===== config.mk =====
export PLATFORM = sky130hd
export DESIGN_NAME = temporal_range_aggregate_filter_core
export DESIGN_NICKNAME = d
export VERILOG_FILES = /design/src/rtl/core/traf_pkg.sv /design/src/rtl/core/traf_classify.sv /design/src/rtl/core/traf_accum.sv /design/src/rtl/core/temporal_range_aggregate_filter_core.sv
export SDC_FILE = /design/constraint.sdc
export NUM_CORES = 2
export LEC_CHECK = 0
export BUFFER_PORTS_ARGS = -buffer_cell sky130_fd_sc_hd__buf_2
export CAP_MARGIN = 20
export CORE_MARGIN = 4
export CORE_UTILIZATION = 58
export CTS_CLUSTER_SIZE = 14
export DETAILED_ROUTE_END_ITERATION = 10
export GPL_TIMING_DRIVEN = 0
export PLACE_DENSITY_LB_ADDON = 0.2
export SLEW_MARGIN = 25
export SYNTH_ARGS = -nofsm -noshare
export SYNTH_HDL_FRONTEND = slang
export SYNTH_SLANG_ARGS = --single-unit
export TNS_END_PERCENT = 100

===== constraint.sdc =====
create_clock -name clk -period 32.3 [get_ports clk]
set_input_delay 6.46 -clock clk [delete_from_list [all_inputs] [get_ports clk]]
set_output_delay 6.46 -clock clk [all_outputs]
set_load 0.01 [all_outputs]

===== src/rtl/core/traf_pkg.sv =====
// Shared types, field layouts and codes of the temporal range aggregate filter.
package traf_pkg;

  localparam int ID_W    = 32;
  localparam int TIME_W  = 64;
  localparam int VAL_W   = 64;
  localparam int CNT_W   = 31;
  localparam int PAGE_W  = 32;
  localparam int CFG_IDX_W  = 2;
  localparam int CFG_DATA_W = 64;

  // Input tdata layout, lowest bit first.
  localparam int IN_ID_LOW_LSB    = 0;
  localparam int IN_ID_HIGH_LSB   = IN_ID_LOW_LSB + ID_W;
  localparam int IN_TIME_LOW_LSB  = IN_ID_HIGH_LSB + ID_W;
  localparam int IN_TIME_HIGH_LSB = IN_TIME_LOW_LSB + TIME_W;
  localparam int IN_VMIN_LSB      = IN_TIME_HIGH_LSB + TIME_W;
  localparam int IN_VMAX_LSB      = IN_VMIN_LSB + VAL_W;
  localparam int IN_VTOTAL_LSB    = IN_VMAX_LSB + VAL_W;
  localparam int IN_VCOUNT_LSB    = IN_VTOTAL_LSB + VAL_W;
  localparam int IN_LEAF_BIT      = IN_VCOUNT_LSB + CNT_W;
  localparam int IN_NULL_BIT      = IN_LEAF_BIT + 1;
  localparam int IN_CHILD_LSB     = IN_NULL_BIT + 1;
  localparam int IN_USED_W        = IN_CHILD_LSB + PAGE_W;
  localparam int IN_DATA_W        = ((IN_USED_W + 7) / 8) * 8;

  // Output tdata layout, lowest bit first.
  localparam int OUT_PAGE_LSB    = 0;
  localparam int OUT_MIN_LSB     = OUT_PAGE_LSB + PAGE_W;
  localparam int OUT_MAX_LSB     = OUT_MIN_LSB + VAL_W;
  localparam int OUT_TOTAL_LSB   = OUT_MAX_LSB + VAL_W;
  localparam int OUT_ENTRIES_LSB = OUT_TOTAL_LSB + VAL_W;
  localparam int OUT_EMPTY_BIT   = OUT_ENTRIES_LSB + CNT_W;
  localparam int OUT_USED_W      = OUT_EMPTY_BIT + 1;
  localparam int OUT_DATA_W      = ((OUT_USED_W + 7) / 8) * 8;

  localparam logic signed [VAL_W-1:0] VAL_MAX = {1'b0, {(VAL_W-1){1'b1}}};
  localparam logic signed [VAL_W-1:0] VAL_MIN = {1'b1, {(VAL_W-1){1'b0}}};
  localparam logic [CNT_W-1:0] CNT_SAT = {CNT_W{1'b1}};

  typedef enum logic {
    ACT_ENTRY  = 1'b0,
    ACT_FINISH = 1'b1
  } action_t;

  typedef enum logic {
    KIND_DESCEND   = 1'b0,
    KIND_AGGREGATE = 1'b1
  } kind_t;

  typedef enum logic [CFG_IDX_W-1:0] {
    CFG_QUERY_KEY    = 2'd0,
    CFG_WINDOW_START = 2'd1,
    CFG_WINDOW_END   = 2'd2
  } cfg_index_t;

  typedef struct packed {
    action_t                  action;
    logic signed [ID_W-1:0]   id_low;
    logic signed [ID_W-1:0]   id_high;
    logic signed [TIME_W-1:0] time_low;
    logic signed [TIME_W-1:0] time_high;
    logic signed [VAL_W-1:0]  value_min;
    logic signed [VAL_W-1:0]  value_max;
    logic signed [VAL_W-1:0]  value_total;
    logic [CNT_W-1:0]         value_count;
    logic                     leaf_page;
    logic                     null_entry;
    logic [PAGE_W-1:0]        child_page;
  } item_t;

  typedef struct packed {
    logic signed [ID_W-1:0]   query_key;
    logic signed [TIME_W-1:0] window_start;
    logic signed [TIME_W-1:0] window_end;
  } query_t;

  typedef struct packed {
    logic disjoint;
    logic contained;
  } class_t;

  typedef struct packed {
    kind_t                   kind;
    logic [PAGE_W-1:0]       descend_page;
    logic signed [VAL_W-1:0] min;
    logic signed [VAL_W-1:0] max;
    logic signed [VAL_W-1:0] total;
    logic [CNT_W-1:0]        entries;
    logic                    empty;
  } result_t;

endpackage


===== src/rtl/core/traf_classify.sv =====
// Classifies an index entry against the query key and time window.
module traf_classify
  import traf_pkg::*;
(
  input  item_t  item,
  input  query_t query,
  output class_t cls
);

  always_comb begin
    cls.disjoint = (item.id_high < query.query_key) || (item.id_low > query.query_key) ||
                   (item.time_high < query.window_start) ||
                   (item.time_low > query.window_end);
    cls.contained = (item.id_low == query.query_key) && (item.id_high == query.query_key) &&
                    (item.time_low >= query.window_start) &&
                    (item.time_high <= query.window_end);
  end

endmodule


===== src/rtl/core/traf_accum.sv =====
// Running aggregate: folds matching entries and forms descend and aggregate results.
module traf_accum
  import traf_pkg::*;
(
  input  logic    clk,
  input  logic    rst,
  input  logic    fire,
  input  item_t   item,
  input  class_t  cls,
  output logic    emit,
  output result_t result
);

  logic signed [VAL_W-1:0] running_min;
  logic signed [VAL_W-1:0] running_max;
  logic signed [VAL_W-1:0] running_total;
  logic [CNT_W-1:0]        running_entries;

  logic              finish;
  logic              live;
  logic              fold;
  logic [CNT_W:0]    count_sum;
  logic [CNT_W-1:0]  entries_next;

  always_comb begin
    finish = (item.action == ACT_FINISH);
    live   = !finish && !item.null_entry && !cls.disjoint;
    fold   = live && (cls.contained || item.leaf_page);
    emit   = finish || (live && !cls.contained && !item.leaf_page);

    count_sum    = {1'b0, running_entries} + {1'b0, item.value_count};
    entries_next = count_sum[CNT_W] ? CNT_SAT : count_sum[CNT_W-1:0];

    result = '0;
    if (finish) begin
      result.kind = KIND_AGGREGATE;
      if (running_entries == '0) begin
        result.empty = 1'b1;
      end else begin
        result.min     = running_min;
        result.max     = running_max;
        result.total   = running_total;
        result.entries = running_entries;
      end
    end else begin
      result.kind         = KIND_DESCEND;
      result.descend_page = item.child_page;
    end
  end

  always_ff @(posedge clk) begin
    if (rst) begin
      running_min     <= VAL_MAX;
      running_max     <= VAL_MIN;
      running_total   <= '0;
      running_entries <= '0;
    end else if (fire) begin
      if (finish) begin
        running_min     <= VAL_MAX;
        running_max     <= VAL_MIN;
        running_total   <= '0;
        running_entries <= '0;
      end else if (fold) begin
        if (item.value_min < running_min) begin
          running_min <= item.value_min;
        end
        if (item.value_max > running_max) begin
          running_max <= item.value_max;
        end
        running_total   <= running_total + item.value_total;
        running_entries <= entries_next;
      end
    end
  end

endmodule


===== src/rtl/core/temporal_range_aggregate_filter_core.sv =====
// Top level of the temporal range aggregate filter with stream ports and query registers.
// The input register holds an item until it advances; its result is then loaded into the
// output register. Throughput: one item per cycle unless a result waits on a stalled output;
// the accumulator fold is a feedback loop through the running aggregate registers.
// Reset (synchronous, active high) clears the query registers to zero, empties both
// stages and returns the running aggregate to its cleared state.
module temporal_range_aggregate_filter_core
  import traf_pkg::*;
(
  input  logic                  clk,
  input  logic                  rst,
  input  logic                  s_tvalid,
  output logic                  s_tready,
  input  logic                  s_tuser,    // action
  // entry_id_low, entry_id_high, entry_time_low, entry_time_high, entry_value_min,
  // entry_value_max, entry_value_total, entry_value_count, leaf_page, null_entry,
  // child_page, zero fill
  input  logic [IN_DATA_W-1:0]  s_tdata,
  output logic                  m_tvalid,
  input  logic                  m_tready,
  output logic                  m_tuser,    // result_kind
  // descend_page, result_min, result_max, result_total, result_entries, result_empty
  output logic [OUT_DATA_W-1:0] m_tdata,
  input  logic                  cfg_valid,
  output logic                  cfg_ready,
  input  logic [CFG_IDX_W-1:0]  cfg_index,
  input  logic [CFG_DATA_W-1:0] cfg_data
);

  query_t  query;
  item_t   in_item;
  item_t   s_item;
  logic    in_valid;
  class_t  cls;
  logic    emit;
  logic    advance;
  result_t result;
  result_t out_result;

  assign cfg_ready = 1'b1;

  always_ff @(posedge clk) begin
    if (rst) begin
      query <= '0;
    end else if (cfg_valid && cfg_ready) begin
      case (cfg_index)
        CFG_QUERY_KEY:    query.query_key    <= cfg_data[ID_W-1:0];
        CFG_WINDOW_START: query.window_start <= cfg_data[TIME_W-1:0];
        CFG_WINDOW_END:   query.window_end   <= cfg_data[TIME_W-1:0];
        default: ;
      endcase
    end
  end

  always_comb begin
    s_item.action      = action_t'(s_tuser);
    s_item.id_low      = s_tdata[IN_ID_LOW_LSB +: ID_W];
    s_item.id_high     = s_tdata[IN_ID_HIGH_LSB +: ID_W];
    s_item.time_low    = s_tdata[IN_TIME_LOW_LSB +: TIME_W];
    s_item.time_high   = s_tdata[IN_TIME_HIGH_LSB +: TIME_W];
    s_item.value_min   = s_tdata[IN_VMIN_LSB +: VAL_W];
    s_item.value_max   = s_tdata[IN_VMAX_LSB +: VAL_W];
    s_item.value_total = s_tdata[IN_VTOTAL_LSB +: VAL_W];
    s_item.value_count = s_tdata[IN_VCOUNT_LSB +: CNT_W];
    s_item.leaf_page   = s_tdata[IN_LEAF_BIT];
    s_item.null_entry  = s_tdata[IN_NULL_BIT];
    s_item.child_page  = s_tdata[IN_CHILD_LSB +: PAGE_W];
  end

  assign advance  = in_valid && (!m_tvalid || m_tready || !emit);
  assign s_tready = !in_valid || advance;

  always_ff @(posedge clk) begin
    if (rst) begin
      in_valid <= 1'b0;
    end else if (s_tready) begin
      in_valid <= s_tvalid;
    end
  end

  always_ff @(posedge clk) begin
    if (s_tvalid && s_tready) begin
      in_item <= s_item;
    end
  end

  traf_classify u_classify (
    .item  (in_item),
    .query (query),
    .cls   (cls)
  );

  traf_accum u_accum (
    .clk    (clk),
    .rst    (rst),
    .fire   (advance),
    .item   (in_item),
    .cls    (cls),
    .emit   (emit),
    .result (result)
  );

  always_ff @(posedge clk) begin
    if (rst) begin
      m_tvalid <= 1'b0;
    end else if (advance && emit) begin
      m_tvalid <= 1'b1;
    end else if (m_tready) begin
      m_tvalid <= 1'b0;
    end
  end

  always_ff @(posedge clk) begin
    if (advance && emit) begin
      out_result <= result;
    end
  end

  always_comb begin
    m_tdata = '0;
    m_tuser = out_result.kind;
    m_tdata[OUT_PAGE_LSB +: PAGE_W]   = out_result.descend_page;
    m_tdata[OUT_MIN_LSB +: VAL_W]     = out_result.min;
    m_tdata[OUT_MAX_LSB +: VAL_W]     = out_result.max;
    m_tdata[OUT_TOTAL_LSB +: VAL_W]   = out_result.total;
    m_tdata[OUT_ENTRIES_LSB +: CNT_W] = out_result.entries;
    m_tdata[OUT_EMPTY_BIT]            = out_result.empty;
  end

endmodule


### Word-level counts from Yosys, hierarchy flattened

Index checks and enable logic that the tools add are counted.

| word-level totals | value |
|---|---|
| register bits after elaboration | 1092 |
| bits of input ports | 528 |
| output and inout port bits | 260 |
| word-level logic and storage cells | 98 |

| operators by class | value |
|---|---|
| $add $sub $neg | 2 |
| order comparisons | 8 |
| equality and inequality tests | 4 |
| muxes and demuxes | 15 |
| bitwise gates (word level) | 1 |
| reduce and logical (&&, ||, !) cells | 40 |

Operators by type and width:

| cell | count |
|---|---|
| $mux W64 | 8 |
| $gt A64 B64 Y1 | 2 |
| $lt A64 B64 Y1 | 2 |
| $mux W31 | 3 |
| $add A64 B64 Y64 | 1 |
| $eq A32 B32 Y1 | 2 |
| $ge A64 B64 Y1 | 1 |
| $le A64 B64 Y1 | 1 |
| $add A31 B31 Y32 | 1 |
| $gt A32 B32 Y1 | 1 |
| $lt A32 B32 Y1 | 1 |
| $logic_not A31 Y1 | 1 |
| $logic_and A1 B1 Y1 | 11 |
| $logic_not A1 Y1 | 8 |
| $logic_or A1 B1 Y1 | 8 |
| $reduce_and A2 Y1 | 4 |
| $reduce_bool A2 Y1 | 4 |
| $reduce_and A3 Y1 | 2 |
| $mux W1 | 4 |
| $eq A2 B1 Y1 const B | 1 |
| $eq A2 B2 Y1 const B | 1 |
| $logic_not A2 Y1 | 1 |
| $reduce_or A2 Y1 | 1 |
| $not A1 Y1 | 1 |

### Logic depth before layout (Yosys ltp)

| logic depth | value |
|---|---|
| depth in word-level cells | 14 |
| depth in mapped cells | 15 |
| mapped depth without buffers | 14 |

### Hierarchy

Synthesis repeated with hierarchy kept, for this count alone.

| second synthesis, totals | value |
|---|---|
| cell total of the unflattened synthesis | 4421 |
| area total of the unflattened synthesis | 52327.7 µm² |

By module, submodules not included:

| module | instances | cells an instance | area each (µm²) | seq. area each (µm²) |
|---|---|---|---|---|
| temporal_range_aggregate_filter_core | 1 | 1314 | 27834.2 | 24473.5 |
| traf_accum | 1 | 2120 | 16941.2 | 4464.3 |
| traf_classify | 1 | 987 | 7552.2 | 0.0 |

### Worst setup path before layout

Ideal clock, no wire load.

| timing path | value |
|---|---|
| path type | input -> register |
| start point | input port m_tready |
| end point | register in_item[0] (netlist bit) (enable) |
| setup time | 1328 ps |
| data arrival time | 26562 ps |
| data required time | 30972 ps |
| path slack | 4409 ps |
| stages on the path | 3 |
| path buffers | 0 |
| cells stage by stage | nor2b_1 and3_1 nor2b_1 |

| on the way | value |
|---|---|
| cells in the longest elaborated chain, start to end | 5 |

Ends and longest elaborated chain:

| element | RTL line | source |
|---|---|---|
| start: declaration | temporal_range_aggregate_filter_core.sv:20 | `input logic m_tready,` |
| $logic_or A1 B1 Y1 (2 in series) | temporal_range_aggregate_filter_core.sv:70 | `assign advance = in_valid && (!m_tvalid \|\| m_tready \|\| !emit);` |
| $logic_and A1 B1 Y1 | temporal_range_aggregate_filter_core.sv:70 |  |
| $logic_or A1 B1 Y1 | temporal_range_aggregate_filter_core.sv:71 | `assign s_tready = !in_valid \|\| advance;` |
| $logic_and A1 B1 Y1 | temporal_range_aggregate_filter_core.sv:82 | `if (s_tvalid && s_tready) begin` |
| end signal: assignment | temporal_range_aggregate_filter_core.sv:83 | `in_item <= s_item;` |
| end: declaration | temporal_range_aggregate_filter_core.sv:31 | `item_t in_item;` |

No other way between the ends.
A chain may end at the register's enable or synchronous reset.

### Worst setup path after layout

| timing path | value |
|---|---|
| start point | input port m_tready |
| end point | output port s_tready |

| on the way | value |
|---|---|
| cells in the longest elaborated chain, start to end | 4 |

Ends and longest elaborated chain:

| element | RTL line | source |
|---|---|---|
| $logic_or A1 B1 Y1 (2 in series) | temporal_range_aggregate_filter_core.sv:70 |  |
| $logic_and A1 B1 Y1 | temporal_range_aggregate_filter_core.sv:70 |  |
| $logic_or A1 B1 Y1 | temporal_range_aggregate_filter_core.sv:71 |  |
| end: declaration | temporal_range_aggregate_filter_core.sv:13 | `output logic s_tready,` |

No other way between the ends.

==> results.tsv <==
metric	value	unit
CP Capture Type	output pin	
deepest clock path buffer count	3	
DP HPWL	121000	um
Hold/Removal Path Class	reg -> reg	
ys async rst share	0	
# rows	109	
final wirelength	155000	um
core area	0.0885	sq mm
Post-Syn Area	0.0518	sq mm
Pre-antenna DRT Iters	5	
grt ovf	0	
Peak Freq	72.4	MHz
postcts setup bufs	0	
Final WS setup	18.48	ns
fin crit period	13.82	ns
DRC violations left	0	
synthesized flop and latch total	1092	
CP Cell Sequence	buf_2, nor2b_1, and3_1, inv_1, buf_2	
maxcap violations	0	
CTS tree	built	
kind of critical path	in -> out	
period utilisation layout	0.428	
vias in the first global route	38700	
width of the die	307	um
Slew @ Worst Pin	0.992	ns
Yosys warnings	0	
r2r startpoint	in_item[320]	
status	completed	
Worst slew margin	0.339	
largest net degree at the start of global routing	30	
pwr dens	51.7	mW/mm^2
Most common cell on crit path	buf_2	
FF-to-FF End	in_item[166]	
clk_lat worst skew	0.71	ns
CTS Hold Bufs	0	
DIE AREA	0.0941	sq mm
Placed Cells	6612	
CP Max Fanout	4	
Mapped Nets	5706	
crit-path leading delay family	simple AND/OR/NAND/NOR gates	
buffers added on ports	778	
DP Worst Slack	18.46	ns
post-synthesis sequential area ratio	0.559	
# clock sinks	1092	
nets@finish	6631	
GRT Overall Usage	0.321	
DR iter-0 viols	3480	
Routed wire per std cell	22.5	um
Synth-to-Final Area Change	19.5	%
Startpoint Class	primary input	
TritonCTS Buffers	112	
final hold viol count	0	
Buf/Inv on CP	3	
utilization after layout	0.699	
most common flop cell mapped by yosys	edfxtp_1	
Top-Level Pins	788	
Post-synth EDFFs	707	
crit path max-delay cell type	and3_1	
H-tree Lvls	3	
WP data required	25.84	ns
Root Driver	clkbuf_16	
RD Place Congestion	0.933	
critical path depth	5	
post-synth cell types	82	
DR vias/cell	5.74	
die height	307	um
crit path from	m_tready	
layout cells sized above 1	0.187	
Detail Route Antenna Nets	0	
CP max stage delay	0.30	ns
CP arrival	7.36	ns
first-pass GRT wire length	229000	um
Power Total	3.20	mW
Vias	39500	
Post-Synthesis Cells	4636	
Final Setup Violations	0	
clk_skew	0.0245	ns
CTS clk-pin slew, worst paths	0.06	ns
initial antenna violation count	66	
post_cts resized	0	
Setup crit end	s_tready	
R2R setup slack	26.82	ns
max-slew violations	0	
initial core utilization	0.585	
worst vdd ir	0.0000566	V
Layout Cells excl Fill	6879	
worst-case reg-to-reg path depth	16	
Leak	24.9	nW
RSZ-0062 raised after global routing	no	
syn avg cell area	11.2	sq um
## tightest hold or removal path: cells and delay by family, from the launching register on
family	cells	cell delay, ns
AO/OA/AOI/OAI	1	0.05
flip-flops	1	0.31
AND/OR/NAND/NOR	1	0.05
## cell usage in the layout, fill, tap and decap left out, drive strengths merged, types with 12 or more instances in the layout
cell type / instances
a2111oi: 12
a211oi: 21
a21o: 108
a21oi: 436
a221oi: 18
a22oi: 66
a31oi: 16
and2: 233
and3: 14
and4: 17
buf: 849
bufinv: 14
clkbuf: 280
clkinv: 48
dfxtp: 385
diode: 53
edfxtp: 707
ha: 540
inv: 329
nand2: 555
nand2b: 18
nand3: 45
nand4: 99
nor2: 192
nor2b: 62
nor3: 29
nor4: 28
o211ai: 17
o21a: 21
o21ai: 157
o21bai: 14
o22a: 63
o31ai: 15
or3: 41
xnor2: 49
xor2: 33
## routing by layer
layer | vias up | part of all wire | global-route usage
met1 | 18700 | 0.38 | 0.405
met3 | 391 | 0.084 | 0.0614
met2 | 1640 | 0.47 | 0.524
met5 | - | 0.00043 | 0
li1 | 18700 | - | -
met4 | 10 | 0.060 | 0.176
## where the power goes
group	total (mW)	internal, mW	switching (mW)	leakage (nW)
combinational	0.289	0.115	0.174	13.3
sequential	1.57	1.54	0.0304	9.74
clock	1.33	0.775	0.556	1.85
## flip-flops by register name, indices dropped and copies added (netlist names)
signal and count:
in_item 450, m_tdata 256, query 160, u_accum.running_max 64
u_accum.running_min 64, u_accum.running_total 64, u_accum.running_entries 31, in_valid 1
m_tuser 1, m_tvalid 1
## worst min-delay path by stage
stage,startpoint,to,slack (ns),cells after the start
6_report,query[122],query[122],0.45,2
5_1_grt,query[59],query[59],0.46,2
4_1_cts,query[2],query[2],0.45,2
3_5_place_dp,query[2],query[2],0.45,2
3_3_place_gp,query[100],query[100],0.44,2
2_1_floorplan,query[100],query[100],0.44,2
## cells in the mapped netlist, types with 8 or more instances
master	count	area, sq um
a2111oi_0	12	105
a211o_1	9	78.8
a211oi_1	21	158
a21boi_0	8	60.1
a21o_1	108	811
a21oi_1	435	2180
a221o_1	9	90.1
a221oi_1	18	158
a22oi_1	66	495
a31oi_1	16	100
and2_1	232	1450
and3_1	14	87.6
and4_1	17	149
buf_2	34	170
clkbuf_1	136	510
dfxtp_1	385	7710
edfxtp_1	707	21200
ha_1	540	6760
inv_1	324	1220
nand2_1	555	2080
nand2b_1	18	113
nand3_1	45	225
nand4_1	99	619
nor2_1	192	721
nor2b_1	62	388
nor3_1	28	140
nor4_1	27	169
o211ai_1	17	128
o21a_1	21	158
o21ai_0	156	781
o21bai_1	14	105
o22a_1	63	552
o31a_1	8	70.1
o31ai_1	15	113
or3_1	41	257
or4_1	9	67.6
xnor2_1	49	429
xor2_1	33	289
## per-stage QoR
step                      setup TNS (ns)  area [sq um]  hold WS, ns
after floorplan                        0         51800        0.436
after global routing                   0         61800        0.463
final                                  0         61900        0.454
after CTS                              0         61700        0.455
after detailed placement               0         57900        0.446
after global placement          -2355.37         57100        0.442
## final cells by class
type / instances / area [sq um]
diodes: 53 / 133
plain buffers: 177 / 733
clock buffers: 141 / 3010
clock inverters: 73 / 768
fillers: 6492 / 26700
inverters: 324 / 1220
multi-input cells: 3043 / 20900
flip-flops and latches: 1092 / 28900
well taps: 1165 / 1460
repair buffers: 811 / 4690
## logic make-up after synthesis
logic type | share of synthesized area
flip-flops | 0.559
adder cells (fa/ha/maj) | 0.131
AO/OA/AOI/OAI | 0.127
multiplexers | 0.00138
buffers and inverters | 0.0376
other | 0.0000724
XOR/XNOR | 0.0139
AND/OR/NAND/NOR | 0.130
(Power assumes the default switching activity.)
